**config.mk**
```make
export PLATFORM = sky130hd
export DESIGN_NAME = rle_4bpp_row_decoder
export DESIGN_NICKNAME = d
export VERILOG_FILES = /design/src/rle4_pkg.sv /design/src/rle_4bpp_row_decoder.sv /design/src/rle4_front.sv /design/src/rle4_queue.sv /design/src/rle4_back.sv
export SDC_FILE = /design/constraint.sdc
export NUM_CORES = 1
export LEC_CHECK = 0
export ABC_AREA = 1
export BUFFER_PORTS_ARGS = -buffer_cell sky130_fd_sc_hd__buf_2
export CAP_MARGIN = 20
export CORE_UTILIZATION = 35
export DETAILED_ROUTE_END_ITERATION = 8
export GPL_TIMING_DRIVEN = 0
export HOLD_SLACK_MARGIN = 0.12
export SETUP_SLACK_MARGIN = 0.3
export SYNTH_ARGS = -nofsm -noshare
export SYNTH_HDL_FRONTEND = slang
export SYNTH_SLANG_ARGS = --single-unit
```
**constraint.sdc**
```tcl
create_clock -name clk -period 3.6 [get_ports clk]
set_input_delay 0.18 -clock clk [delete_from_list [all_inputs] [get_ports clk]]
set_output_delay 0.18 -clock clk [all_outputs]
set_load 0.02 [all_outputs]
```
**src/rle4_pkg.sv**
```systemverilog
`timescale 1ns / 1ps
// rle4_pkg: shared types, constants and helpers of the 4bpp row RLE decoder.
// No dependencies.
package rle4_pkg;

    localparam int OUT_BYTES_DEF = 4;
    localparam int QDEPTH        = 2;
    localparam int WIDTH_W       = 15;
    localparam int HEIGHT_W      = 8;
    localparam int ROW_W         = 15;

    // configuration register indexes
    localparam logic CFG_WIDTH  = 1'b0;
    localparam logic CFG_HEIGHT = 1'b1;

    localparam logic [7:0] RUN_MARK = 8'h80;
    localparam logic [8:0] RUN_BASE = 9'd257;

    typedef enum logic [1:0] {
        OP_CMD = 2'd0,
        OP_RUN = 2'd1,
        OP_LIT = 2'd2
    } op_kind_t;

    // One classified request from the parser to the row builder.
    // OP_CMD: data is the byte count of the command, flag set for a run.
    // OP_RUN: data is the byte to repeat.
    // OP_LIT: data is the literal, flag set on the last literal of the command.
    typedef struct packed {
        op_kind_t   kind;
        logic [7:0] data;
        logic       flag;
    } op_t;

    // Row pitch in bytes: 2*ceil(w/4), a width of zero counts as one.
    function automatic logic [ROW_W-1:0] row_pitch(input logic [WIDTH_W-1:0] w);
        logic [WIDTH_W:0]   w_eff;
        logic [WIDTH_W-2:0] quads;
        begin
            w_eff = (w == '0) ? (WIDTH_W+1)'(1) : {1'b0, w};
            quads = (WIDTH_W-1)'((w_eff + (WIDTH_W+1)'(3)) >> 2);
            row_pitch = {quads, 1'b0};
        end
    endfunction

endpackage

```
**src/rle_4bpp_row_decoder.sv**
```systemverilog
`timescale 1ns / 1ps
// rle_4bpp_row_decoder: top level of the packed 4bpp row RLE decoder.
// Depends on rle4_pkg, rle4_front, rle4_queue, rle4_back.
//
//   channel  direction  handshake               payload
//   in       sink       in_valid / in_stall     data_byte
//   out      source     out_valid / out_stall   pixel_bytes, byte_count, row_end,
//                                               image_end, overrun_seen
//   cfg      sink       cfg_valid / cfg_ready   cfg_index, cfg_data
//
// Command, literal and skipped bytes each use up one queue entry in the row builder.
// A run value byte expands to 2..129 bytes, cut at the row end; the builder produces
// one decoded byte per cycle while out_stall does not hold it.
// A two-entry request queue separates parser and builder; in_stall rises when it is full.
// out_stall freezes the builder while a word waits in the output register.
// Reset clears all control state; width and height reset to 1.
module rle_4bpp_row_decoder
    import rle4_pkg::*;
#(
    parameter int OUT_BYTES = OUT_BYTES_DEF
)
(
    input  logic         clk,
    input  logic         rst_n,
    input  logic         in_valid,
    output logic         in_stall,
    input  logic [7:0]   data_byte,
    output logic         out_valid,
    input  logic         out_stall,
    output logic [31:0]  pixel_bytes,
    output logic [2:0]   byte_count,
    output logic         row_end,
    output logic         image_end,
    output logic         overrun_seen,
    input  logic         cfg_valid,
    output logic         cfg_ready,
    input  logic         cfg_index,
    input  logic [31:0]  cfg_data
);

    logic [WIDTH_W-1:0]  width_reg;
    logic [HEIGHT_W-1:0] height_reg;
    logic                q_full, head_valid, pop, accept;
    op_t                 front_op, head_op;

    assign cfg_ready = 1'b1;
    assign in_stall  = q_full;
    assign accept    = in_valid && !q_full;

    always_ff @(posedge clk or negedge rst_n)
    begin
        if (!rst_n)
        begin
            width_reg  <= WIDTH_W'(1);
            height_reg <= HEIGHT_W'(1);
        end
        else if (cfg_valid && cfg_ready)
        begin
            case (cfg_index)
                CFG_WIDTH:  width_reg  <= cfg_data[WIDTH_W-1:0];
                CFG_HEIGHT: height_reg <= cfg_data[HEIGHT_W-1:0];
                default:    width_reg  <= width_reg;
            endcase
        end
    end

    rle4_front u_front (
        .clk       (clk),
        .rst_n     (rst_n),
        .accept    (accept),
        .data_byte (data_byte),
        .op        (front_op)
    );

    rle4_queue u_queue (
        .clk        (clk),
        .rst_n      (rst_n),
        .push       (accept),
        .push_op    (front_op),
        .full       (q_full),
        .pop        (pop),
        .head_op    (head_op),
        .head_valid (head_valid)
    );

    rle4_back #(
        .OUT_BYTES (OUT_BYTES)
    ) u_back (
        .clk          (clk),
        .rst_n        (rst_n),
        .head_op      (head_op),
        .head_valid   (head_valid),
        .pop          (pop),
        .image_width  (width_reg),
        .image_height (height_reg),
        .out_valid    (out_valid),
        .out_stall    (out_stall),
        .pixel_bytes  (pixel_bytes),
        .byte_count   (byte_count),
        .row_end      (row_end),
        .image_end    (image_end),
        .overrun_seen (overrun_seen)
    );

endmodule

```
**src/rle4_front.sv**
```systemverilog
`timescale 1ns / 1ps
// rle4_front: command parser; classifies each stream byte into a request.
// Depends on rle4_pkg.
module rle4_front
    import rle4_pkg::*;
(
    input  logic       clk,
    input  logic       rst_n,
    input  logic       accept,
    input  logic [7:0] data_byte,
    output op_t        op
);

    typedef enum logic [2:0] {
        F_CMD = 3'b001,
        F_RUN = 3'b010,
        F_LIT = 3'b100
    } front_state_t;

    front_state_t state_reg, state_next;
    logic [7:0]   lit_left_reg, lit_left_next;
    logic [7:0]   cmd_cnt;
    logic         is_run;

    assign is_run  = (data_byte & RUN_MARK) != 8'd0;
    assign cmd_cnt = is_run ? 8'(RUN_BASE - {1'b0, data_byte}) : data_byte + 8'd1;

    always_comb
    begin
        state_next    = state_reg;
        lit_left_next = lit_left_reg;
        op.kind       = OP_CMD;
        op.data       = cmd_cnt;
        op.flag       = is_run;
        case (state_reg)
            F_CMD:
            begin
                if (accept)
                begin
                    state_next    = is_run ? F_RUN : F_LIT;
                    lit_left_next = cmd_cnt;
                end
            end
            F_RUN:
            begin
                op.kind = OP_RUN;
                op.data = data_byte;
                op.flag = 1'b0;
                if (accept)
                    state_next = F_CMD;
            end
            F_LIT:
            begin
                op.kind = OP_LIT;
                op.data = data_byte;
                op.flag = (lit_left_reg == 8'd1);
                if (accept)
                begin
                    lit_left_next = lit_left_reg - 8'd1;
                    if (lit_left_reg == 8'd1)
                        state_next = F_CMD;
                end
            end
            default:
            begin
                state_next = F_CMD;
            end
        endcase
    end

    always_ff @(posedge clk or negedge rst_n)
    begin
        if (!rst_n)
        begin
            state_reg    <= F_CMD;
            lit_left_reg <= 8'd0;
        end
        else
        begin
            state_reg    <= state_next;
            lit_left_reg <= lit_left_next;
        end
    end

endmodule

```
**src/rle4_queue.sv**
```systemverilog
`timescale 1ns / 1ps
// rle4_queue: short request queue between parser and row builder.
// Depends on rle4_pkg.
module rle4_queue
    import rle4_pkg::*;
(
    input  logic clk,
    input  logic rst_n,
    input  logic push,
    input  op_t  push_op,
    output logic full,
    input  logic pop,
    output op_t  head_op,
    output logic head_valid
);

    localparam int PTR_W = (QDEPTH > 1) ? $clog2(QDEPTH) : 1;
    localparam int CNT_W = $clog2(QDEPTH + 1);

    op_t              entry_reg [QDEPTH];
    logic [PTR_W-1:0] wr_ptr_reg, rd_ptr_reg;
    logic [CNT_W-1:0] count_reg;

    function automatic logic [PTR_W-1:0] ptr_inc(input logic [PTR_W-1:0] p);
        begin
            ptr_inc = (p == PTR_W'(QDEPTH - 1)) ? '0 : p + PTR_W'(1);
        end
    endfunction

    assign full       = (count_reg == CNT_W'(QDEPTH));
    assign head_valid = (count_reg != '0);
    assign head_op    = entry_reg[rd_ptr_reg];

    always_ff @(posedge clk)
    begin
        if (push)
            entry_reg[wr_ptr_reg] <= push_op;
    end

    always_ff @(posedge clk or negedge rst_n)
    begin
        if (!rst_n)
        begin
            wr_ptr_reg <= '0;
            rd_ptr_reg <= '0;
            count_reg  <= '0;
        end
        else
        begin
            if (push)
                wr_ptr_reg <= ptr_inc(wr_ptr_reg);
            if (pop)
                rd_ptr_reg <= ptr_inc(rd_ptr_reg);
            case ({push, pop})
                2'b10:   count_reg <= count_reg + CNT_W'(1);
                2'b01:   count_reg <= count_reg - CNT_W'(1);
                default: count_reg <= count_reg;
            endcase
        end
    end

endmodule

```
**src/rle4_back.sv**
```systemverilog
`timescale 1ns / 1ps
// rle4_back: row builder; tracks rows, expands runs and packs bytes into words.
// Depends on rle4_pkg.
module rle4_back
    import rle4_pkg::*;
#(
    parameter int OUT_BYTES = OUT_BYTES_DEF
)
(
    input  logic                clk,
    input  logic                rst_n,
    input  op_t                 head_op,
    input  logic                head_valid,
    output logic                pop,
    input  logic [WIDTH_W-1:0]  image_width,
    input  logic [HEIGHT_W-1:0] image_height,
    output logic                out_valid,
    input  logic                out_stall,
    output logic [31:0]         pixel_bytes,
    output logic [2:0]          byte_count,
    output logic                row_end,
    output logic                image_end,
    output logic                overrun_seen
);

    localparam int BUF_W  = OUT_BYTES * 8;
    localparam int FILL_W = $clog2(OUT_BYTES + 1);

    logic [BUF_W-1:0]    buf_reg, buf_next, buf_ins;
    logic [FILL_W-1:0]   fill_reg, fill_next, fill_inc;
    logic [ROW_W-1:0]    row_left_reg, row_left_next, row_eff, pitch;
    logic [HEIGHT_W-1:0] rows_left_reg, rows_left_next;
    logic [7:0]          run_left_reg, run_left_next;
    logic                overrun_reg, overrun_next;
    logic                skip_reg, skip_next;

    logic                out_valid_reg, out_valid_next;
    logic [31:0]         pixel_reg, pixel_next;
    logic [2:0]          count_reg, count_next;
    logic                row_end_reg, row_end_next;
    logic                image_end_reg, image_end_next;
    logic                ov_out_reg, ov_out_next;

    logic                step, do_put, row_ends, last_row, word_full;
    logic [63:0]         buf_wide;

    assign pitch     = row_pitch(image_width);
    assign step      = head_valid && (!out_valid_reg || !out_stall);
    assign fill_inc  = fill_reg + FILL_W'(1);
    assign row_ends  = (row_left_reg == ROW_W'(1));
    assign last_row  = (rows_left_reg == HEIGHT_W'(1));
    assign word_full = (fill_inc == FILL_W'(OUT_BYTES));
    assign buf_wide  = 64'(buf_ins);

    always_comb
    begin
        buf_ins = buf_reg;
        for (int i = 0; i < OUT_BYTES; i++)
        begin
            if (fill_reg == FILL_W'(i))
                buf_ins[8*i +: 8] = head_op.data;
        end
    end

    always_comb
    begin
        buf_next       = buf_reg;
        fill_next      = fill_reg;
        row_left_next  = row_left_reg;
        rows_left_next = rows_left_reg;
        run_left_next  = run_left_reg;
        overrun_next   = overrun_reg;
        skip_next      = skip_reg;
        out_valid_next = out_valid_reg && out_stall;
        pixel_next     = pixel_reg;
        count_next     = count_reg;
        row_end_next   = row_end_reg;
        image_end_next = image_end_reg;
        ov_out_next    = ov_out_reg;
        row_eff        = row_left_reg;
        pop            = 1'b0;
        do_put         = 1'b0;

        if (step)
        begin
            case (head_op.kind)
                OP_CMD:
                begin
                    pop = 1'b1;
                    overrun_next = overrun_reg;
                    // no rows left: this command opens a new image
                    if (rows_left_reg == '0)
                    begin
                        rows_left_next = (image_height == '0) ? HEIGHT_W'(1) : image_height;
                        row_eff        = pitch;
                        overrun_next   = 1'b0;
                    end
                    if (ROW_W'(head_op.data) > row_eff)
                        overrun_next = 1'b1;
                    row_left_next = row_eff;
                    run_left_next = head_op.data;
                    skip_next     = 1'b0;
                end
                OP_RUN:
                begin
                    if (run_left_reg == 8'd0 || row_left_reg == '0)
                    begin
                        pop           = 1'b1;
                        run_left_next = 8'd0;
                    end
                    else
                    begin
                        do_put        = 1'b1;
                        run_left_next = run_left_reg - 8'd1;
                        // a run never crosses its row end
                        if (run_left_reg == 8'd1 || row_ends)
                        begin
                            pop           = 1'b1;
                            run_left_next = 8'd0;
                        end
                    end
                end
                OP_LIT:
                begin
                    pop = 1'b1;
                    if (!skip_reg && row_left_reg != '0)
                    begin
                        do_put = 1'b1;
                        if (row_ends && !head_op.flag)
                            skip_next = 1'b1;
                    end
                    if (head_op.flag)
                        skip_next = 1'b0;
                end
                default:
                begin
                    pop = 1'b1;
                end
            endcase
        end

        if (do_put)
        begin
            pixel_next  = buf_wide[31:0];
            count_next  = 3'(fill_inc);
            ov_out_next = overrun_reg;
            if (row_ends)
            begin
                out_valid_next = 1'b1;
                row_end_next   = 1'b1;
                image_end_next = last_row;
                rows_left_next = rows_left_reg - HEIGHT_W'(1);
                row_left_next  = last_row ? '0 : pitch;
                buf_next       = '0;
                fill_next      = '0;
            end
            else
            begin
                row_left_next = row_left_reg - ROW_W'(1);
                if (word_full)
                begin
                    out_valid_next = 1'b1;
                    row_end_next   = 1'b0;
                    image_end_next = 1'b0;
                    buf_next       = '0;
                    fill_next      = '0;
                end
                else
                begin
                    buf_next  = buf_ins;
                    fill_next = fill_inc;
                end
            end
        end
    end

    always_ff @(posedge clk or negedge rst_n)
    begin
        if (!rst_n)
        begin
            buf_reg       <= '0;
            fill_reg      <= '0;
            row_left_reg  <= '0;
            rows_left_reg <= '0;
            run_left_reg  <= 8'd0;
            overrun_reg   <= 1'b0;
            skip_reg      <= 1'b0;
            out_valid_reg <= 1'b0;
        end
        else
        begin
            buf_reg       <= buf_next;
            fill_reg      <= fill_next;
            row_left_reg  <= row_left_next;
            rows_left_reg <= rows_left_next;
            run_left_reg  <= run_left_next;
            overrun_reg   <= overrun_next;
            skip_reg      <= skip_next;
            out_valid_reg <= out_valid_next;
        end
    end

    always_ff @(posedge clk)
    begin
        pixel_reg     <= pixel_next;
        count_reg     <= count_next;
        row_end_reg   <= row_end_next;
        image_end_reg <= image_end_next;
        ov_out_reg    <= ov_out_next;
    end

    assign out_valid    = out_valid_reg;
    assign pixel_bytes  = pixel_reg;
    assign byte_count   = count_reg;
    assign row_end      = row_end_reg;
    assign image_end    = image_end_reg;
    assign overrun_seen = ov_out_reg;

endmodule

```
==> results of run 1 <==
## area by class of cell
type                    instances  area, µm²  area share
repair buffers                 86        549      0.0507
plain buffers                  33        205      0.0189
well taps                     335        419      0.0387
clock inverters                15        199      0.0183
flip-flops and latches        167       4480       0.413
clock buffers                  17        425      0.0392
inverters                     158        599      0.0553
multi-input cells             767       3960       0.366
## cell families (layout without fill, tap and decap cells)
group,after synthesis,after routing,synth area share
simple gates,502,502,0.230
compound gates,204,204,0.129
buf+inv,191,309,0.0856
flops,167,167,0.486
fa+ha+maj,29,29,0.0393
xor+xnor,29,29,0.0275
mux,2,2,0.00230
other cells,1,1,0.000406
## metal layers
layer | vias to the layer above | GRT usage | routed length (µm)
met4 | 0 | 0.0521 | 272
met5 | - | 0 | 0
met3 | 20 | 0.0249 | 999
met2 | 195 | 0.280 | 10400
met1 | 3561 | 0.238 | 10600
li1 | 3857 | - | -
## worst reg2reg max path: cells and delay by family (launching register included)
kind,cells,cell delay [ps]
flip-flops,1,370
AND/OR/NAND/NOR,3,570
XOR/XNOR,1,150
buffers and inverters,4,530
adder cells (fa/ha/maj),2,640
AO/OA/AOI/OAI,4,710
## worst max path at each step
stage / start / endpoint / slack (ps) / cells past startpoint
final: u_queue.rd_ptr_reg / u_queue.count_reg[1] / 510 / 14
after global routing: u_queue.rd_ptr_reg / u_queue.count_reg[1] / 230 / 14
after CTS: u_queue.rd_ptr_reg / u_queue.count_reg[1] / 310 / 14
after detailed placement: u_queue.rd_ptr_reg / u_queue.count_reg[1] / 290 / 15
after global placement: u_queue.rd_ptr_reg / u_queue.count_reg[1] / 270 / 15
after floorplan: u_queue.rd_ptr_reg / u_queue.count_reg[1] / 860 / 15
## power by group
part | switching, mW | internal [mW]
logic | 1.08 | 0.499
registers | 0.150 | 2.24
clock network | 0.899 | 1.01
total | 2.13 | 3.74
## per-stage QoR
stage	utilization	power (mW)	setup WS [ps]	hold WS, ps
after floorplan	-	3.49	855	-116
after global placement	0.384	3.94	269	416
after detailed placement	0.386	3.97	288	169
after CTS	0.417	5.90	313	139
after global routing	0.417	6.22	229	178
final	0.417	5.87	508	147
## cell usage in the layout, fill, tap and decap left out, types with 5 or more instances in the layout
cell type      instances
nand2_1              301
o21ai_0              110
clkinv_8               5
xnor2_1                6
nor2_1                78
a22oi_1                7
nor3_1                13
nand4_1               13
buf_2                 72
ha_1                  28
buf_6                  6
dlygate4sd3_1         18
edfxtp_1              60
dfrtp_1              104
inv_1                151
o21ai_2               30
o21ai_1               10
xor2_1                23
nand3_1               75
buf_4                  5
a21oi_1               29
clkbuf_16             17
clkbuf_1              15
nand2_2                6
## repair_timing
item | CTS | global route
hold buffers | 18 | 0
resized for setup | 1 | 7
pin swaps | 0 | 0
setup buffers | 0 | 0
endpoints found under the hold margin | 77 | 0
setup endpoints to repair | 37 | 47
==> impl_metrics.env, run 1 <==
export IMPL_fill_cells=2613
export IMPL_drc_errors=0
export IMPL_r2r_slack_ps=510
export IMPL_rows=59
export IMPL_ys_seq_area_frac=0.486
export IMPL_worstPathMaxFanout=10
export IMPL_hold_path_class="in -> reg"
export IMPL_placed_cell_area_mm2=0.0100
export IMPL_dp_hpwl_um=16200
export IMPL_drv_cap=0
export IMPL_start_util=0.355
export IMPL_worstSkewPairLatency_ps=440
export IMPL_worst_slew_pin_slew_ps=1000
export IMPL_clock_skew_ps=12.6
export IMPL_ys_warn_count=0
export IMPL_synth_top_cell_area_share=0.282
export IMPL_r2r_start="u_queue.rd_ptr_reg"
export IMPL_synth_seq_cells=167
export IMPL_clk_path_buf_depth=2
export IMPL_outcome="completed"
export IMPL_io_pins=87
export IMPL_grt_pass1_wl_um=36300
export IMPL_power_density_mw_per_mm2=541
export IMPL_cts_inserted_buffers=17
export IMPL_firstDrtPassIters=5
export IMPL_yosysTopAreaCell="dfrtp_1"
export IMPL_slowest_stage="dfrtp_1"
export IMPL_htree_levels=4
export IMPL_yosys_top_cells_area="dfrtp_1, edfxtp_1, nand2_1"
export IMPL_die_area_mm2=0.0270
export IMPL_cts_sinks=167
export IMPL_cp_data_required_time_ps=3910
export IMPL_grt_pass1_vias=7135
export IMPL_slew_violations=0
export IMPL_final_cells=1578
export IMPL_synth_cell_type_count=44
export IMPL_vias_per_cell=4.84
export IMPL_worst_r2r_cell_count=14
export IMPL_min_delay_start="cfg_valid"
export IMPL_drt_iter0_drc=631
export IMPL_period_minus_slack_ps=3090
export IMPL_clock_root_buffer="clkbuf_16"
export IMPL_wl_per_cell_um=14.1
export IMPL_drive_above_1_share=0.142
export IMPL_finalNetCount=1305
export IMPL_cts_tree="built"
export IMPL_ys_flop_type="dfrtp_1"
export IMPL_placed_cells=1528
export IMPL_routed_wl_um=22300
export IMPL_path_buf_inv=4
export IMPL_place_congestion=0.898
export IMPL_syn_inst=1125
export IMPL_hold_depth=4
export IMPL_yosys_top_cells_count="nand2_1, inv_1, o21ai_0"
export IMPL_antenna_found_initial=0
export IMPL_path_cells="inv_1 > clkbuf_2 > or2_2 > o21ai_0 > ha_2 > clkinvlp_4 > nor2_1 > nand2_2 > o21ai_1 > inv_1 > ha_1 > a21oi_1 > o21ai_0 > xor2_1"
export IMPL_synth_area_mm2=0.00923
export IMPL_p_leak_nw=4.81
export IMPL_final_cell_area_mm2=0.0108
export IMPL_antenna_left=0
export IMPL_fin_tns_setup_ps=0
export IMPL_n_antenna_cell=0
export IMPL_area_delta_synth_final_pct=17.5
export IMPL_arrival_ps=3400
export IMPL_min_to="height_reg[0]"
export IMPL_cp_top_family="compound AO/OA/AOI/OAI gates"
export IMPL_yosysMostFrequentCell="nand2_1"
export IMPL_slew_limit_headroom=0.331
export IMPL_critPathLaunchType="flop"
export IMPL_cp_slowest_stage_delay_ps=370
export IMPL_synth_edf_count=60
export IMPL_grtUsageTotal=0.172
export IMPL_hold_violations=0
export IMPL_rsz0062_at_grt="true"
export IMPL_final_period_utilization=0.859
export IMPL_cts_clk_slew_worst_paths_ps=70
export IMPL_syn_num_nets=1200
export IMPL_critPathKind="reg -> reg"
export IMPL_async_flop_share=0.641
export IMPL_irDropWorstVdd_mv=0.298
export IMPL_io_buffers=67
export IMPL_worst_setup_path_end_kind="flop"
export IMPL_die_h_um=164
export IMPL_reg2reg_to="u_queue.count_reg[1]"
export IMPL_core_area_mm2=0.0260
export IMPL_die_x_um=164
export IMPL_grt_max_degree=56
export IMPL_clock_fmax_ghz=0.323
export IMPL_setup_viol=0
export IMPL_vias=7633
export IMPL_grt_ovfl_total=0
export IMPL_avgSynthCellArea_um2=8.21
Power figures use the tool's default switching activity.
==> run 2: changes to the inputs <==
- MAX_ROUTING_LAYER: not set -> met4
- PLACE_DENSITY: not set -> 0.59
==> impl_metrics.env, run 2 (same netlist as run 1, synthesis figures left out) <==
export IMPL_die_area_mm2=0.0270
export IMPL_worstPathMaxFanout=45
export IMPL_power_density_mw_per_mm2=532
export IMPL_worst_slew_pin_slew_ps=973
export IMPL_slew_violations=0
export IMPL_clock_fmax_ghz=0.330
export IMPL_arrival_ps=3160
export IMPL_cpMostUsedCell="nand2_2"
export IMPL_clk_path_buf_depth=2
export IMPL_final_period_utilization=0.841
export IMPL_period_minus_slack_ps=3030
export IMPL_die_h_um=164
export IMPL_worstSkewPairLatency_ps=440
export IMPL_rsz0062_at_grt="true"
export IMPL_clock_root_buffer="clkbuf_16"
export IMPL_hold_violations=0
export IMPL_start_util=0.355
export IMPL_firstDrtPassIters=5
export IMPL_worst_r2r_cell_count=12
export IMPL_cp_top_family="buffers and inverters"
export IMPL_routed_wl_um=22300
export IMPL_placed_cells=1528
export IMPL_clock_skew_ps=14.8
export IMPL_antenna_left=0
export IMPL_rows=59
export IMPL_cts_clk_slew_worst_paths_ps=70
export IMPL_dp_hpwl_um=16100
export IMPL_pwr_share_clk=0.312
export IMPL_drive_above_1_share=0.142
export IMPL_io_pins=87
export IMPL_cp_data_required_time_ps=3730
export IMPL_setup_viol=0
export IMPL_path_cells="inv_1 > clkbuf_2 > or2_2 > o21ai_0 > ha_2 > clkinvlp_4 > nor2_1 > nand2_2 > nand2_2 > nand3_4 > inv_4 > buf_12"
export IMPL_post_cts_buffers=0
export IMPL_worst_setup_path_end_kind="flop"
export IMPL_cts_tree="built"
export IMPL_p_sw_frac=0.364
export IMPL_layout_cells_most_common="nand2_1"
export IMPL_path_buf_inv=5
export IMPL_irDropWorstVdd_mv=0.248
export IMPL_grt_ovfl_total=0
export IMPL_core_area_mm2=0.0260
export IMPL_cp_depth=12
export IMPL_vias=7536
export IMPL_cts_inserted_buffers=17
export IMPL_r2r_slack_ps=570
export IMPL_io_buffers=67
export IMPL_die_x_um=164
export IMPL_vias_per_cell=4.78
export IMPL_p_sw_mw=2.10
export IMPL_drv_cap=0
export IMPL_setup_ws_ps=573
export IMPL_drt_iter0_drc=592
export IMPL_outcome="completed"
export IMPL_cp_slowest_stage_delay_ps=360
export IMPL_n_antenna_cell=0
export IMPL_critPathKind="reg -> reg"
export IMPL_utilization=0.416
export IMPL_final_cell_mix="nand2_1, inv_1, o21ai_0"
export IMPL_grtUsageTotal=0.179
export IMPL_place_congestion=0.879
export IMPL_area_delta_synth_final_pct=17.2
export IMPL_slew_limit_headroom=0.349
export IMPL_p_leak_nw=4.80
export IMPL_grt_max_degree=64
export IMPL_fill_cells=2645
export IMPL_place_ws_ps=225
export IMPL_slowest_stage="dfrtp_1"
export IMPL_totalPowerFinal_mw=5.76
export IMPL_combPwrFrac=0.274
export IMPL_fin_tns_setup_ps=0
export IMPL_seq_area_mm2=0.00448
export IMPL_multiInputGateArea_mm2=0.00397
export IMPL_critPathLaunchType="flop"
export IMPL_grt_pass1_vias=7073
export IMPL_final_cells=1578
export IMPL_p_seq_frac=0.414
export IMPL_drc_errors=0
export IMPL_wl_per_cell_um=14.2
export IMPL_hold_depth=4
export IMPL_finalNetCount=1305
export IMPL_cell_internal_pwr_mw=3.66
export IMPL_antenna_found_initial=0
export IMPL_grt_pass1_wl_um=36400
export IMPL_htree_levels=4
export IMPL_cts_sinks=167
export IMPL_hold_path_class="in -> reg"
-- run 2: area by class of cell --
| type | instances | area share |
|---|---|---|
| sequential | 167 | 0.414 |
| clock inverter | 15 | 0.0148 |
| inverter | 158 | 0.0554 |
| tap | 335 | 0.0387 |
| clock buffer | 17 | 0.0393 |
| multi-input combinational | 767 | 0.367 |
| buffer | 33 | 0.0195 |
| timing repair buffer | 86 | 0.0508 |
-- run 2: layer usage --
metal  GRT usage  share of wire
met1       0.243           0.48
met5           -              0
met3      0.0259          0.049
met4      0.0584          0.016
met2       0.276           0.46
-- run 2: power groups by stage --
stage | logic [mW] | registers, mW | clock network, mW
6_report | 1.58 | 2.39 | 1.80
3_5_place_dp | 1.57 | 2.42 | 0
3_3_place_gp | 1.53 | 2.42 | 0
4_1_cts | 1.59 | 2.39 | 1.83
5_1_grt | 1.82 | 2.42 | 1.90
2_1_floorplan | 1.10 | 2.39 | 0
-- run 2: per-stage QoR --
step | cell area (µm²) | hold WS [ps]
CTS | 10800 | 135
global route | 10800 | 183
finish | 10800 | 150
detailed placement | 10000 | 151
global placement | 9990 | 427
floorplan | 9230 | -116
-- run 2: final timing paths --
path,to,startpoint
setup / recovery,u_back.pixel_bytes[14],u_queue.rd_ptr_reg
hold / removal,height_reg[0],cfg_valid
setup reg to reg,u_back.pixel_bytes[14],u_queue.rd_ptr_reg
hold reg to reg,u_back.overrun_seen,u_back.overrun_reg
max in group asynchronous,u_front.state_reg[0],rst_n
min in group asynchronous,u_back.buf_reg[1],rst_n
-- run 2: tightest hold or removal path, cell delays in order --
cell,delay (ps)
buf_2,90
nand2_1,150
nand2_1,90
o21ai_0,70
-- run 2: timing repair --
action,CTS,global route
endpoints found under the hold margin,71,0
gates resized for setup,1,13
endpoints found under the setup margin,37,47
hold buffers,18,0
==> run 3: changes to the inputs <==
- PLACE_DENSITY: 0.59 -> 0.61
- clock period: 3.6 -> 2.5 ns (I/O delays scaled with it)
==> impl_metrics.env, run 3 (same netlist as run 1, synthesis figures left out) <==
export IMPL_grt_pass1_vias=7881
export IMPL_n_antenna_cell=0
export IMPL_drt_iter0_drc=737
export IMPL_slowest_stage="dfstp_2"
export IMPL_slew_violations=0
export IMPL_firstDrtPassIters=6
export IMPL_io_pins=87
export IMPL_fin_tns_setup_ps=-42.8
export IMPL_clock_root_buffer="clkbuf_16"
export IMPL_dp_hpwl_um=15600
export IMPL_r2r_slack_ps=-40
export IMPL_irDropWorstVdd_mv=0.537
export IMPL_power_density_mw_per_mm2=708
export IMPL_hold_violations=0
export IMPL_clk_path_buf_depth=2
export IMPL_io_buffers=67
export IMPL_final_cell_mix="nand2_1, inv_1, dfrtp_1"
export IMPL_violations="setup timing"
export IMPL_path_cells="nor2_4 > nor2_4 > buf_6 > a21oi_1 > nor2_1 > nand2_1 > o21ai_2 > inv_2 > ha_4 > nand2_1 > inv_1 > a21oi_1 > nand2_1 > nand2_1 > nand2_1 > nand3_2 > nor2_1 > nand4_1 > nand2_1"
export IMPL_cts_inserted_buffers=17
export IMPL_slew_limit_headroom=0.386
export IMPL_antenna_found_initial=0
export IMPL_grtUsageTotal=0.199
export IMPL_critPathLaunchType="flop"
export IMPL_drive_above_1_share=0.316
export IMPL_worst_setup_path_end_kind="flop"
export IMPL_wl_per_cell_um=15.6
export IMPL_grt_max_degree=59
export IMPL_die_area_mm2=0.0270
export IMPL_worstSkewPairLatency_ps=440
export IMPL_htree_levels=4
export IMPL_core_area_mm2=0.0260
export IMPL_p_leak_nw=5.78
export IMPL_totalPowerFinal_mw=9.31
export IMPL_vias=8436
export IMPL_drc_errors=0
export IMPL_place_congestion=0.901
export IMPL_finalNetCount=1401
export IMPL_clock_skew_ps=16.2
export IMPL_final_cell_area_mm2=0.0132
export IMPL_critPathKind="reg -> reg"
export IMPL_grt_pass1_wl_um=40500
export IMPL_rsz0062_at_grt="true"
export IMPL_cp_slowest_stage_delay_ps=580
export IMPL_outcome="finished with violations"
export IMPL_cpMostUsedCell="nand2_1"
export IMPL_routed_wl_um=26200
export IMPL_vias_per_cell=5.04
export IMPL_setup_viol=1
export IMPL_hold_path_class="in -> reg"
export IMPL_final_period_utilization=1.02
export IMPL_die_x_um=164
export IMPL_cp_data_required_time_ps=2820
export IMPL_layout_cells_most_common="nand2_1"
export IMPL_start_util=0.355
export IMPL_setup_ws_ps=-42.8
export IMPL_grt_ovfl_total=0
export IMPL_arrival_ps=2860
export IMPL_cts_clk_slew_worst_paths_ps=70
export IMPL_period_minus_slack_ps=2540
export IMPL_clock_fmax_ghz=0.393
export IMPL_utilization=0.506
export IMPL_cts_tree="built"
export IMPL_fill_cells=2291
export IMPL_cts_sinks=167
export IMPL_placed_cell_area_mm2=0.0101
export IMPL_rows=59
export IMPL_place_ws_ps=-161
export IMPL_area_delta_synth_final_pct=42.5
export IMPL_die_h_um=164
export IMPL_worstPathMaxFanout=3
export IMPL_antenna_left=0
export IMPL_worst_slew_pin_slew_ps=918
export IMPL_drv_cap=0
## run 3: cell types whose count changed in the layout (fill, tap and decap cells not counted), moves of 15 or more
cell,previous run,this run
nand3_1,75,48
nand2_2,6,31
nand3_2,0,23
inv_2,3,18
nand2_4,0,38
buf_12,1,20
inv_1,151,135
nor2_1,78,63
buf_4,5,48
nand2_1,301,236
## run 3: layout make-up
cell class              instances  area (µm²)  share of cell area
repair buffers                181        1780               0.135
multi-input cells             768        4850               0.369
clock buffers                  17         425              0.0323
inverters                     158         629              0.0479
plain buffers                  33         355              0.0270
clock inverters                15         205              0.0156
flip-flops and latches        167        4490               0.341
well taps                     335         419              0.0319
## run 3: worst paths after layout
kind | endpoint | cells past startpoint | startpoint
min in group asynchronous | width_reg[9] | 2 | rst_n
worst min-delay path | u_front.lit_left_reg[5] | 6 | data_byte[5]
worst max-delay path | u_back.overrun_reg | 19 | width_reg[0]
max in group asynchronous | u_front.state_reg[0] | 3 | rst_n
worst min register to register | u_back.overrun_seen | 0 | u_back.overrun_reg
worst max register to register | u_back.overrun_reg | 19 | width_reg[0]
## run 3: worst max-delay path: cells and delay by family, from the launching register on
kind	cells	cell delay [ps]
AOI/OAI and AO/OA	3	330
adders and majority gates	1	250
buffers and inverters	3	250
DFF	1	580
and+or+nand+nor	12	1020
## run 3: metrics by stage
step                cells  hold slack [ps]
global route         1674              221
detailed placement   1528              123
finish               1674              172
floorplan            1125             -171
CTS                  1654              162
global placement     1527              359
## run 3: power by group
| group | internal (mW) | leakage, nW | switching, mW | total [mW] |
|---|---|---|---|---|
| clock network | 1.54 | 0.303 | 1.29 | 2.82 |
| logic | 1.17 | 3.84 | 1.86 | 3.03 |
| registers | 3.22 | 1.64 | 0.235 | 3.46 |
## run 3: timing repair
item                                    CTS  global route
hold endpoints to repair                137             0
gates resized for setup                 132           175
pin swaps                                28            55
setup buffers                            52            20
endpoints found under the setup margin  107           114
hold buffers                             25             0
gates cloned                             17             0
## run 3: per-layer routing
layer	vias to the layer above	part of all wire	track usage
li1	4088	-	-
met5	-	0	-
met1	4045	0.44	0.256
met3	48	0.045	0.0309
met4	0	0.024	0.0759
met2	255	0.49	0.317
